$ cat config.mk
export PLATFORM = sky130hd
export DESIGN_NAME = rcrm_ram
export DESIGN_NICKNAME = d
export VERILOG_FILES = /design/src/rtl/core/rcrm_ram.sv
export SDC_FILE = /design/constraint.sdc
export NUM_CORES = 1
export LEC_CHECK = 0
export BUFFER_PORTS_ARGS = -buffer_cell sky130_fd_sc_hd__buf_2
export CAP_MARGIN = 30
export CORE_MARGIN = 3
export CORE_UTILIZATION = 50
export CTS_BUF_LIST = sky130_fd_sc_hd__clkbuf_4
export CTS_CLUSTER_DIAMETER = 50
export DETAILED_ROUTE_END_ITERATION = 7
export GPL_ROUTABILITY_DRIVEN = 0
export PLACE_DENSITY = 0.75
export SYNTH_ARGS = -nofsm -noshare
export SYNTH_HDL_FRONTEND = slang
export SYNTH_SLANG_ARGS = --single-unit
export TNS_END_PERCENT = 5
$ cat constraint.sdc
create_clock -name clk -period 6.2 [get_ports clk]
set_input_delay 0.31 -clock clk [delete_from_list [all_inputs] [get_ports clk]]
set_output_delay 0.31 -clock clk [all_outputs]
set_load 0.05 [all_outputs]
$ cat src/rtl/core/rcrm_ram.sv
// generic single write port, single read port ram with registered read
module rcrm_ram #(
  parameter int WIDTH = 32,
  parameter int DEPTH = 16,
  localparam int AW = (DEPTH > 1) ? $clog2(DEPTH) : 1
) (
  input  logic             clk,
  input  logic             we,
  input  logic [AW-1:0]    waddr,
  input  logic [WIDTH-1:0] wdata,
  input  logic             re,
  input  logic [AW-1:0]    raddr,
  output logic [WIDTH-1:0] rdata
);

  logic [WIDTH-1:0] mem [DEPTH];
  logic [WIDTH-1:0] rdata_r;

  // write port and registered read port
  always_ff @(posedge clk) begin
    if (we) begin
      mem[waddr] <= wdata;
    end
    if (re) begin
      rdata_r <= mem[raddr];
    end
  end

  assign rdata = rdata_r;

endmodule

==> results.txt <==
----------------------------------------------------
[Outcome]
  Run status ... completed

[Route]
  Number of nets still failing antenna checks after routing ... 0
  Average vias per placed instance ... between 5 and 6
  DRT iter0 DRCs ... around 1.2k
  Detail-routed net length per standard cell ... 25.3 um
  Pre-antenna DRT Iters ... 5
  Final wirelength ... 42,400 um
  Vias ... 9,815
  Number of design rule violations left after detail routing ... 0

[Layout]
  Nets@finish ... 1,105
  Share of post-route cells with drive strength above 1 ... just under 40%
  Filler instances ... ~2.8k
  Area overhead of the layout relative to synthesis ... 15.9%

[Floorplanning]
  Total Die Area ... 42,800 um2
  Area of the core ... 39,300 um2
  Effective utilization at floorplan ... 51.4%
  Cell row count ... 72
  Die extent in x ... 207 um
  Height of the die ... 207 um
  I/O pin total ... 75

[Critical path]
  Beginning of the worst register-to-register path ... mem[11][19]$_DFFE_PP_
  Data required time at the worst endpoint ... 6.70 ns
  Crit. End Element ... flip-flop
  Critical path fanouts, max ... 54
  Critical Path Source ... raddr[1]
  Internal reg-to-reg setup slack ... 4.67 ns
  Crit path launch type ... input port
  Data arrival time of the critical path ... 2.48 ns
  Crit path kind ... input port to flip-flop

[Yosys]
  Portion of synthesized cell area occupied by the leading cell type ... 81.0%
  Top-count cell post-synth ... sky130_fd_sc_hd__edfxtp_1
  Area leader, netlist ... sky130_fd_sc_hd__edfxtp_1
  Top cells by instance count after synthesis ... 544 x sky130_fd_sc_hd__edfxtp_1, 128 x sky130_fd_sc_hd__mux4_2, 64 x sky130_fd_sc_hd__a22oi_1, 33 x sky130_fd_sc_hd__nand2_1, 17 x sky130_fd_sc_hd__clkbuf_1
  Number of enable-type register cells in the synthesized netlist ... between 500 and 600
  Post-Syn Nets ... 881
  Syn_area_per_cell ... 24.1 um2
  Top cells by area, synth ... sky130_fd_sc_hd__edfxtp_1 81%, sky130_fd_sc_hd__mux4_2 14%, sky130_fd_sc_hd__a22oi_1 2.4%
  Number of synthesized register bits ... 544
  Number of warnings issued by yosys ... 0
  Sequential fraction of the synthesis area ... 81.0%
  Post-Syn Instances ... 838
  Post-synthesis cell area ... 20,200 um2
  Distinct cells, synth ... 17
  Post-synthesis async set-or-reset flop share ... 0%
  Most frequently used flop master after synthesis ... sky130_fd_sc_hd__edfxtp_1

[Global route]
  Via count of the first global-routing pass ... 10.2k
  Antenna violations before repair ... 3
  Total overflow reported by the global router ... 0
  First-pass GRT wire length ... 63,100 um
  Maximum number of pins on one net before global-route repair ... 73
  Aggregate global-route resource usage ... 20.4%

[Timing]
  Setup TNS ... 0 ns
  Fraction of the cycle the final worst path needs ... 31.9%
  Maximum operating frequency ... between 0.5 and 0.6 GHz
  Slew HR ... 47.4%
  Worst hold margin ... 0.0725 ns
  RSZ-0062 raised after global routing ... false
  Final worst path period need ... between 1.5 and 2 ns
  Worst-case clock skew ... 0.0502 ns
  Final Max Tran Viols ... 0
  Final count of hold timing violations ... 0
  Measured slew at the worst slew-check pin ... roughly 0.79 ns
  Setup violations, final ... 0

[Clock network]
  Clock slew at the register clock pins of the worst setup and hold paths ... 0.07 ns
  Count of hold-fix buffers inserted at cts ... 32
  Post-cts sizing count ... 0
  CTS Root Cell ... sky130_fd_sc_hd__clkbuf_4
  Clock network latency to the later pin of the worst-skew pair ... 0.78 ns
  Clock tree from TritonCTS ... yes
  Cts bufs inserted ... 132
  Post-CTS repair timing setup buffer count ... 0
  Max H-tree Level ... 4
  Total number of clock tree sinks ... 544
  Max Buffers Root-to-Sink ... 3

[Min path]
  Min-Delay Path Class ... input port to flip-flop
  Min-Delay Startpoint ... re

[Power and ir drop]
  Peak ir drop on the vdd network ... around 0.12 mV
  Static Leakage ... 7.66 nW
  Cell area power density ... between 300 and 400 nW/um2

[Placement]
  Half-perimeter wire length of the detailed placement result ... slightly above 20,000 um
  Port-buffer cells ... 74

[Flow run]
  MaxCap Viol Count ... 0

----------------------------------------------------
-- final cells by class --
class	instances	area, um2	area share, %
sequential	544	16300	69.9
multi-input combinational	251	3750	16.0
clock buffer	185	1390	5.94
timing repair buffer	133	950	4.06
tap	518	648	2.77
clock inverter	47	312	1.33
antenna	1	2.50	0.0107
-- registers in the layout, indices dropped and copies added (netlist names) --
register,flops
mem,512
rdata,32
-- logic make-up after synthesis --
family / after synthesis / share of synthesized area [%]
flip-flops: 544 / 81.0
multiplexers: 128 / 14.3
AO/OA/AOI/OAI: 64 / 2.38
AND/OR/NAND/NOR: 59 / 1.25
buffers and inverters: 43 / 1.10
-- critical path: stages --
cell	delay (ns)
sky130_fd_sc_hd__buf_4	0.54
sky130_fd_sc_hd__buf_4	0.77
sky130_fd_sc_hd__mux4_2	0.41
sky130_fd_sc_hd__a22oi_1	0.28
sky130_fd_sc_hd__nand2_1	0.12
-- layer usage --
metal  vias to the layer above  global-route usage [%]  wire length, um
li1                       4139                       -                -
met1                      5116                    29.8            17000
met2                       503                    31.7            20900
met3                        53                    4.69             4000
met4                         4                    5.85              494
met5                         -                       0               27
-- path summary, 6_finish.rpt --
path | end | cells after the start
min reg2reg | rdata[10]$_DFFE_PP_ | 3
max reg2reg | rdata[19]$_DFFE_PP_ | 3
min | rdata[20]$_DFFE_PP_ | 1
max | rdata[22]$_DFFE_PP_ | 5
-- layout by cell type, fill, tap and decap left out, types with 2 or more instances in the layout --
cell type,count
sky130_fd_sc_hd__buf_12,2
sky130_fd_sc_hd__clkinv_2,5
sky130_fd_sc_hd__nor2b_4,2
sky130_fd_sc_hd__clkinvlp_4,5
sky130_fd_sc_hd__a22oi_1,64
sky130_fd_sc_hd__nor2_4,13
sky130_fd_sc_hd__nand2_1,33
sky130_fd_sc_hd__bufinv_16,4
sky130_fd_sc_hd__buf_2,72
sky130_fd_sc_hd__nand3b_1,2
sky130_fd_sc_hd__edfxtp_1,544
sky130_fd_sc_hd__inv_2,3
sky130_fd_sc_hd__clkinv_1,29
sky130_fd_sc_hd__dlygate4sd3_1,32
sky130_fd_sc_hd__nand2b_1,2
sky130_fd_sc_hd__buf_4,25
sky130_fd_sc_hd__clkbuf_4,185
sky130_fd_sc_hd__mux4_2,128
sky130_fd_sc_hd__nor3_2,4
-- power breakdown --
group | internal, mW | leakage, nW | switching [mW]
Sequential | 4.14 | 4.94 | 0.0224
Combinational | 0.157 | 1.72 | 0.273
Clock | 1.55 | 0.990 | 1.34
-- stage by stage --
step / power, mW / cells / setup slack [ns] / util (%) / area [um2]
floorplan: 4.50 / 838 / 2.71 / - / 20200
global placement: 4.64 / 1411 / 3.31 / 54.2 / 21300
detailed placement: 4.66 / 1413 / 3.28 / 54.3 / 21300
CTS: 7.56 / 1677 / 4.09 / 59.5 / 23400
global route: 7.78 / 1679 / 4.12 / 59.5 / 23400
finish: 7.49 / 1679 / 4.22 / 59.5 / 23400
Power figures use the tool's default switching activity.
