File: src/rtl/core/rcrm_pkg.sv
// shared types and constants for the chained range remap block
package rcrm_pkg;

  localparam int DATA_W  = 32;
  localparam int OP_W    = 2;
  localparam int STAGE_W = 3;
  localparam int SLOT_W  = 6;

  // item operation codes
  typedef enum logic [OP_W-1:0] {
    OP_WRITE = 2'd0,
    OP_MAP   = 2'd1,
    OP_CLEAR = 2'd2,
    OP_NOP   = 2'd3
  } rcrm_op_t;

  // one table entry as held in the entry memory
  typedef struct packed {
    logic              valid;
    logic [DATA_W-1:0] dest;
    logic [DATA_W-1:0] src;
    logic [DATA_W-1:0] span;
  } rcrm_entry_t;

  // result of the shared range compare
  typedef struct packed {
    logic              hit;
    logic [DATA_W-1:0] moved;
  } rcrm_match_t;

endpackage

File: src/rtl/core/rcrm_match.sv
// shared range compare and relocate unit
module rcrm_match import rcrm_pkg::*; (
  input  logic [DATA_W-1:0] cur,
  input  rcrm_entry_t       entry,
  output rcrm_match_t       res
);

  logic [DATA_W:0] diff;

  // offset into the source range, top bit is the borrow
  assign diff = {1'b0, cur} - {1'b0, entry.src};

  // half-open range hit and relocated value
  assign res.hit   = entry.valid && !diff[DATA_W] && (diff[DATA_W-1:0] < entry.span);
  assign res.moved = entry.dest + diff[DATA_W-1:0];

endmodule

File: config.mk
export PLATFORM = sky130hd
export DESIGN_NAME = rcrm_match
export DESIGN_NICKNAME = d
export VERILOG_FILES = /design/src/rtl/core/rcrm_pkg.sv /design/src/rtl/core/rcrm_match.sv
export SDC_FILE = /design/constraint.sdc
export NUM_CORES = 1
export LEC_CHECK = 0
export BUFFER_PORTS_ARGS = -buffer_cell sky130_fd_sc_hd__buf_2
export CORE_MARGIN = 8
export CORE_UTILIZATION = 35
export DETAILED_ROUTE_END_ITERATION = 8
export PLACE_DENSITY = 0.65
export SLEW_MARGIN = 30
export SYNTH_ARGS = -nofsm -noshare
export SYNTH_HDL_FRONTEND = slang
export SYNTH_SLANG_ARGS = --single-unit
File: constraint.sdc
create_clock -name vclk -period 5.03
set_clock_uncertainty 0.05 [all_clocks]
set_input_delay 0 -clock vclk [all_inputs]
set_output_delay 0 -clock vclk [all_outputs]
set_load 0.02 [all_outputs]
==> impl_metrics.csv, run 1 <==
group,metric,value,unit
place,port_buffers,162,
die,start_util,35.9,%
die,dieArea,14800,um2
global_route,grt_first_pass_wirelength,20700,um
yosys,synth_nets,773,
critical_path,crit_path_frequent_cell,"a21oi_1",
critical_path,critPathMaxFanout,6,
power,p_leak,2.79,nW
cells_and_area,layout-drive-gt1-share,23.8,%
die,coreArea,10900,um2
cells_and_area,design.seq.count,0,
yosys,yosysSeqAreaShare,0,%
detailed_routing,drcViolationCount,0,
yosys,synth_area,3900,um2
critical_path,endpoint_kind,"primary output",
critical_path,crit_path_start_kind,"input pin",
yosys,synth_top_family_by_area,"compound AO/OA/AOI/OAI gates",
global_route,antenna_found_initial,0,
timing,maxSlewViolCount,0,
critical_path,cp-startpoint,"cur[0]",
yosys,yosysTopAreaCellShare,30.1,%
critical_path,cp_data_required_time,4.98,ns
yosys,synth_warnings,0,
yosys,synth_top_area_cell,"ha_1",
critical_path,worstSetupPathType,"input pin to primary output",
global_route,grt_max_degree,9,
timing,fin_crit,4.65,ns
critical_path,crit_buf_inv,4,
detailed_routing,dr.first_iter.drc_count,204,
yosys,synth_cells,548,
timing,post-route-period-util,92.4,%
timing,fmax,215,MHz
yosys,synthSimpleGateAreaFrac,15.7,%
detailed_routing,drtPass1Iterations,5,
power,finalPower,1.31,mW
yosys,synth-compound-area-share,33.2,%
detailed_routing,wire_per_inst,15.1,um
critical_path,critPathMaxStageDelay,0.40,ns
power,power_density,268,nW/um2
run_status,status,"finished, final reports clean",
place,place_congestion,0.934,
cells_and_area,n_fill_cell,1100,
critical_path,slowest_stage,"fa_1",
yosys,syn_avg_cell_area,7.13,um2
detailed_routing,antenna_left,0,
die,die_w,122,um
detailed_routing,wl,12800,um
yosys,ys_types,48,
global_route,globalRoute.totalOverflow,0,
timing,fin_setup_tns,0,ns
min_path,hold_path_class,"input pin to primary output",
timing,slew_headroom,57.0,%
yosys,synth_mux_area_share,0.256,%
cells_and_area,n_antenna_cell,0,
timing,finalHoldViolCount,0,
die,io_pins,162,
yosys,synth_xor_xnor_area_share,12.2,%
critical_path,path_depth,25,
timing,rsz0062_at_grt,"false",
yosys,synthAdderAreaFrac,31.1,%
cells_and_area,num-nets-final,936,
critical_path,arrival,4.60,ns
critical_path,cp_top_family,"compound AO/OA/AOI/OAI gates",
power,ir_drop,0.207,mV
critical_path,endpoint,"res[29]",
cells_and_area,area_growth,25.2,%
global_route,grt.total_usage,16.4,%
global_route,first_global_vias,4627,
cells_and_area,register_area,0,um2
cells_and_area,clock_buffers,0,
job,cap_violations,0,
clock_network,cts_hold_buf,0,
place,dp_hpwl,11600,um
timing,setup_viol,0,
detailed_routing,vias,4463,
yosys,synth_area_leaders,"ha_1 (30%), inv_1 (7.4%), xnor2_1 (7.4%)",
die,row_count,38,
detailed_routing,viasPerCell,5.26,
die,die_h,122,um
timing,worstMarginPinSlew,0.639,ns
## layout by cell type (no fill, tap or decap), drive strengths merged, types with 12 or more instances in the layout
master,count
nand4,12
nor2,36
xnor2,33
buf,162
ha,94
a21oi,56
nand2,29
o21ai,29
xor2,19
inv,77
a21o,35
## stage by stage
| step | setup WS (ns) | instance area (um2) | cells | utilization (%) | hold WS [ns] |
|---|---|---|---|---|---|
| after CTS | 0.302 | 4890 | 849 | 44.9 | 0.298 |
| after floorplan | 0.907 | 3910 | 548 | - | 0.160 |
| final | 0.382 | 4890 | 849 | 44.9 | 0.295 |
| after global routing | 0.0794 | 4890 | 849 | 44.9 | 0.312 |
| after global placement | 0.472 | 4890 | 849 | 44.9 | 0.295 |
| after detailed placement | 0.324 | 4890 | 849 | 44.9 | 0.298 |
## power breakdown
part / internal [mW] / total (mW) / leakage [nW] / switching, mW
sequential: 0 / 0 / 0 / 0
clock: 0 / 0 / 0 / 0
combinational: 0.522 / 1.31 / 2.79 / 0.788
## cells in the mapped netlist (3+ instances only)
cell type,n
a31oi_1,3
or4_1,4
nor2_1,36
nand2_1,29
nor3_1,8
nand4_1,12
o211ai_1,6
a21boi_0,5
ha_1,94
a221oi_1,3
o21ai_0,29
a211oi_1,9
a2111oi_0,4
o31a_1,3
o21a_1,9
nand2b_1,6
a311oi_1,5
inv_1,77
and3_1,5
nand3_1,9
xnor2_1,33
a21o_1,35
nor2b_1,7
o21bai_1,11
xor2_1,19
o31ai_1,3
a21oi_1,55
## cell type report
class	instances	area (um2)	area share [%]
Multi-Input combinational cell	470	3620	73.9
Timing Repair Buffer	162	811	16.6
Inverter	77	289	5.91
Tap cell	140	175	3.58
## timing repair
| action | 4_1_cts | 5_1_grt |
|---|---|---|
| setup buffers | 0 | 0 |
| resized for setup | 0 | 1 |
| endpoints found under the setup margin | 0 | 2 |
## worst min path at each step
stage / from / end / slack (ns) / cells past startpoint
final: entry[64] / res[0] / 0.29 / 3
after detailed placement: entry[64] / res[0] / 0.30 / 3
after CTS: entry[64] / res[0] / 0.30 / 3
after floorplan: entry[64] / res[0] / 0.16 / 1
after global routing: entry[64] / res[0] / 0.31 / 3
after global placement: entry[64] / res[0] / 0.30 / 3
## metal layers
metal	track usage [%]	share of wire, %	up-vias
met3	1.02	4.6	14
met5	0	0	-
met2	31.7	50	131
li1	-	-	2322
met4	2.31	1.4	0
met1	19.6	44	1996
## logic make-up after synthesis
logic type                 Yosys count
buffers and inverters               78
and+or+nand+nor                    125
xor gates and xnor gates            53
muxes                                1
AOI/OAI and AO/OA                  195
adders and majority gates           96
Power figures use the tool's default switching activity.
==> run 2, diff against run 1 <==
CELL_PAD_IN_SITES_DETAIL_PLACEMENT = 1   (was not set)
CELL_PAD_IN_SITES_GLOBAL_PLACEMENT = 2   (was not set)
CORE_UTILIZATION = 27   (was 35)
PLACE_DENSITY = 0.89   (was 0.65)
==> run 2 against run 1 <==
Global-route usage shrank 1.5 points. Cell count up 5.3%. Non-clock buffer count unchanged. Clock-buffer cell count unchanged. Final area rose by 1.4%.
==> impl_metrics.csv, run 2 (same netlist as run 1, synthesis figures left out) <==
group,metric,value,unit
run_status,status,"finished, final reports clean",
place,dp_cells,893,
die,row_count,44,
detailed_routing,viasPerCell,5.07,
cells_and_area,clock_buffers,0,
clock_network,post-cts-setup-buffers,0,
cells_and_area,area_growth,26.9,%
global_route,antenna_found_initial,1,
detailed_routing,dr.first_iter.drc_count,132,
global_route,first_global_vias,4929,
cells_and_area,layout_common_cells,"buf_2 (162), ha_1 (93), inv_1 (77)",
power,finalPower,1.33,mW
critical_path,crit_path_frequent_cell,"a21oi_1",
global_route,globalRoute.totalOverflow,0,
global_route,grt.total_usage,14.9,%
timing,post-route-period-util,93.9,%
detailed_routing,wl,14500,um
die,io_pins,162,
die,dieArea,18600,um2
cells_and_area,postLayoutCoreUtil,34.6,%
critical_path,crit_buf_inv,4,
timing,hold_slack,0.317,ns
critical_path,critPathMaxStageDelay,0.40,ns
min_path,hold_path_class,"input pin to primary output",
critical_path,cp_top_family,"compound AO/OA/AOI/OAI gates",
place,dp_hpwl,13400,um
cells_and_area,num-nets-final,936,
critical_path,cp_data_required_time,4.98,ns
timing,finalHoldViolCount,0,
die,die_h,136,um
power,p_leak,2.79,nW
detailed_routing,wire_per_inst,16.2,um
timing,fin_crit,4.73,ns
timing,fmax,212,MHz
global_route,grt_max_degree,9,
detailed_routing,vias,4529,
detailed_routing,drtPass1Iterations,4,
critical_path,worstSetupPathType,"input pin to primary output",
global_route,grt_first_pass_wirelength,23200,um
clock_network,post_cts_resize_count,0,
job,cap_violations,0,
cells_and_area,n_fill_cell,1885,
critical_path,slowest_stage,"fa_1",
power,power_density,268,nW/um2
timing,slew_headroom,59.6,%
detailed_routing,drcViolationCount,0,
die,start_util,27.3,%
critical_path,critPathMaxFanout,6,
place,place_congestion,0.847,
critical_path,crit_path_start_kind,"input pin",
critical_path,endpoint_kind,"primary output",
cells_and_area,design.seq.count,0,
clock_network,cts_hold_buf,0,
cells_and_area,register_area,0,um2
timing,fin_ws,0.305,ns
power,ir_drop,0.0717,mV
die,coreArea,14300,um2
place,port_buffers,162,
cells_and_area,fin_cells,894,
timing,worstMarginPinSlew,0.601,ns
timing,maxSlewViolCount,0,
cells_and_area,multi_input_area,3620,um2
cells_and_area,layout-drive-gt1-share,24.1,%
timing,setup_viol,0,
detailed_routing,antenna_left,0,
die,die_w,136,um
cells_and_area,final_common_cell,"buf_2",
critical_path,arrival,4.68,ns
place,place_ws,0.168,ns
-- run 2: cell types whose count changed in the layout (fill, tap and decap cells not counted), sizes merged --
cell and delta:
diode +1
-- run 2: path summary, 6_finish.rpt --
path                   from       to  slack [ns]  cells past startpoint
hold / removal    entry[64]   res[0]        0.32                      3
setup / recovery     cur[0]  res[29]        0.30                     25
-- run 2: final cells by class --
cell class / instances / share of cell area, %
Tap cell: 184 / 4.64
Multi-Input combinational cell: 470 / 73.1
Antenna cell: 1 / 0.0505
Inverter: 77 / 5.83
Timing Repair Buffer: 162 / 16.4
-- run 2: worst min-delay path: stages --
cell   delay (ns)
buf_2        0.08
ha_1         0.13
buf_2        0.16
-- run 2: report_power, final --
group / switching [mW] / internal [mW] / leakage (nW) / total (mW)
clock network: 0 / 0.0000000266 / 0.00000634 / 0.0000000266
logic: 0.803 / 0.525 / 2.79 / 1.33
registers: 0 / 0 / 0 / 0
-- run 2: layer usage --
layer	part of all wire (%)	global-route usage, %
met1	43	17.5
met3	2.5	1.07
met4	0.63	0.976
met2	54	29.6
met5	0	0
-- run 2: metrics by stage --
stage / instance area [um2] / setup TNS (ns)
after floorplan: 3910 / 0
after global placement: 4940 / 0
after detailed placement: 4940 / 0
after CTS: 4940 / 0
after global routing: 4960 / -0.00209
final: 4960 / 0
==> run 3, diff against run 2 <==
REMOVE_ABC_BUFFERS = 1   (was not set)
SETUP_SLACK_MARGIN = 0.1   (was not set)
==> run 3 against run 2 <==
Critical path type unchanged. Total power is 0.43% higher. Worst hold slack got worse by 0.024 ns. Critical endpoint unchanged. Wire length up 0.69%. Largest cell class unchanged.
==> impl_metrics.csv, run 3 (same netlist as run 1, synthesis figures left out) <==
group,metric,value,unit
detailed_routing,antenna_left,0,
critical_path,cp_data_required_time,4.98,ns
die,io_pins,162,
detailed_routing,wl,14600,um
power,power_density,268,nW/um2
detailed_routing,viasPerCell,5.14,
power,pwr-share-seq,0,%
timing,slew_headroom,57.3,%
global_route,globalRoute.totalOverflow,0,
cells_and_area,n_antenna_cell,0,
power,power_switching,0.805,mW
timing,finalHoldViolCount,0,
global_route,grt.total_usage,14.7,%
place,port_buffers,162,
power,clkPwrFrac,0,%
cells_and_area,register_area,0,um2
run_status,status,"finished, final reports clean",
die,coreArea,14300,um2
timing,fin_crit,4.68,ns
critical_path,arrival,4.63,ns
timing,fin_setup_tns,0,ns
die,start_util,27.3,%
die,die_h,136,um
timing,rsz0062_at_grt,"false",
die,row_count,44,
critical_path,crit_path_frequent_cell,"a21oi_1",
place,place_congestion,0.845,
timing,worstMarginPinSlew,0.635,ns
critical_path,endpoint_kind,"primary output",
timing,setup_viol,0,
global_route,grt_max_degree,9,
critical_path,crit_path_start_kind,"input pin",
cells_and_area,layout_common_cells,"buf_2 (162), ha_1 (93), inv_1 (77)",
die,die_w,136,um
power,ir_drop,0.0881,mV
critical_path,cp_top_family,"compound AO/OA/AOI/OAI gates",
timing,post-route-period-util,93.1,%
timing,maxSlewViolCount,0,
timing,fmax,214,MHz
detailed_routing,vias,4592,
place,dp_hpwl,13400,um
global_route,grt_first_pass_wirelength,22700,um
cells_and_area,clock_buffers,0,
detailed_routing,dr.first_iter.drc_count,145,
detailed_routing,wire_per_inst,16.3,um
detailed_routing,drtPass1Iterations,4,
detailed_routing,drcViolationCount,0,
global_route,first_global_vias,4842,
timing,hold_slack,0.293,ns
critical_path,crit_buf_inv,4,
cells_and_area,n_fill_cell,1879,
cells_and_area,area_growth,27.3,%
critical_path,worstSetupPathType,"input pin to primary output",
cells_and_area,num-nets-final,937,
power,swShare,60.3,%
cells_and_area,layout-drive-gt1-share,24.5,%
global_route,antenna_found_initial,0,
cells_and_area,postLayoutCoreUtil,34.7,%
cells_and_area,final_common_cell,"buf_2",
job,cap_violations,0,
critical_path,slowest_stage,"a221o_2",
min_path,hold_path_class,"input pin to primary output",
cells_and_area,design.seq.count,0,
cells_and_area,multi_input_area,3630,um2
power,p_int,0.530,mW
power,p_leak,2.80,nW
critical_path,critPathMaxStageDelay,0.42,ns
die,dieArea,18600,um2
power,combPwrFrac,100.0,%
clock_network,cts_hold_buf,0,
critical_path,critPathMaxFanout,6,
==> run 3: path summary, 6_finish.rpt <==
| check | start | to | slack, ns | cells past startpoint |
|---|---|---|---|---|
| worst max-delay path | cur[0] | res[29] | 0.35 | 25 |
| worst min-delay path | entry[64] | res[0] | 0.29 | 3 |
==> run 3: final cells by class <==
class              instances  share of cell area, %
well taps                184                   4.63
multi-input cells        470                   73.1
inverters                 77                   5.82
repair buffers           163                   16.5
==> run 3: routing by layer <==
layer | wire (um) | global-route usage, % | part of all wire [%] | vias up
met5 | 0 | 0 | 0 | -
met4 | 175 | 1.77 | 1.2 | 0
met3 | 376 | 0.591 | 2.6 | 10
met2 | 7750 | 29.3 | 53 | 80
met1 | 6280 | 17.0 | 43 | 2174
li1 | - | - | - | 2328
==> run 3: power by group through the flow <==
stage	Sequential (mW)	Combinational, mW	Clock (mW)
after floorplan	0	0.920	0
after global placement	0	1.29	0
after detailed placement	0	1.33	0
after CTS	0	1.34	0
after global routing	0	1.47	0
final	0	1.33	0
==> run 3: stage by stage <==
stage | cell area (um2) | power, mW | setup WS, ns | instances
finish | 4970 | 1.33 | 0.348 | 894
global route | 4970 | 1.47 | 0.0980 | 894
CTS | 4940 | 1.34 | 0.190 | 893
detailed placement | 4940 | 1.33 | 0.215 | 893
global placement | 4940 | 1.29 | 0.370 | 893
floorplan | 3900 | 0.920 | 0.907 | 547
==> run 3: repair_timing <==
item                       4_1_cts  5_1_grt
setup endpoints to repair        0        5
setup buffers                    0        1
resized for setup                0        5
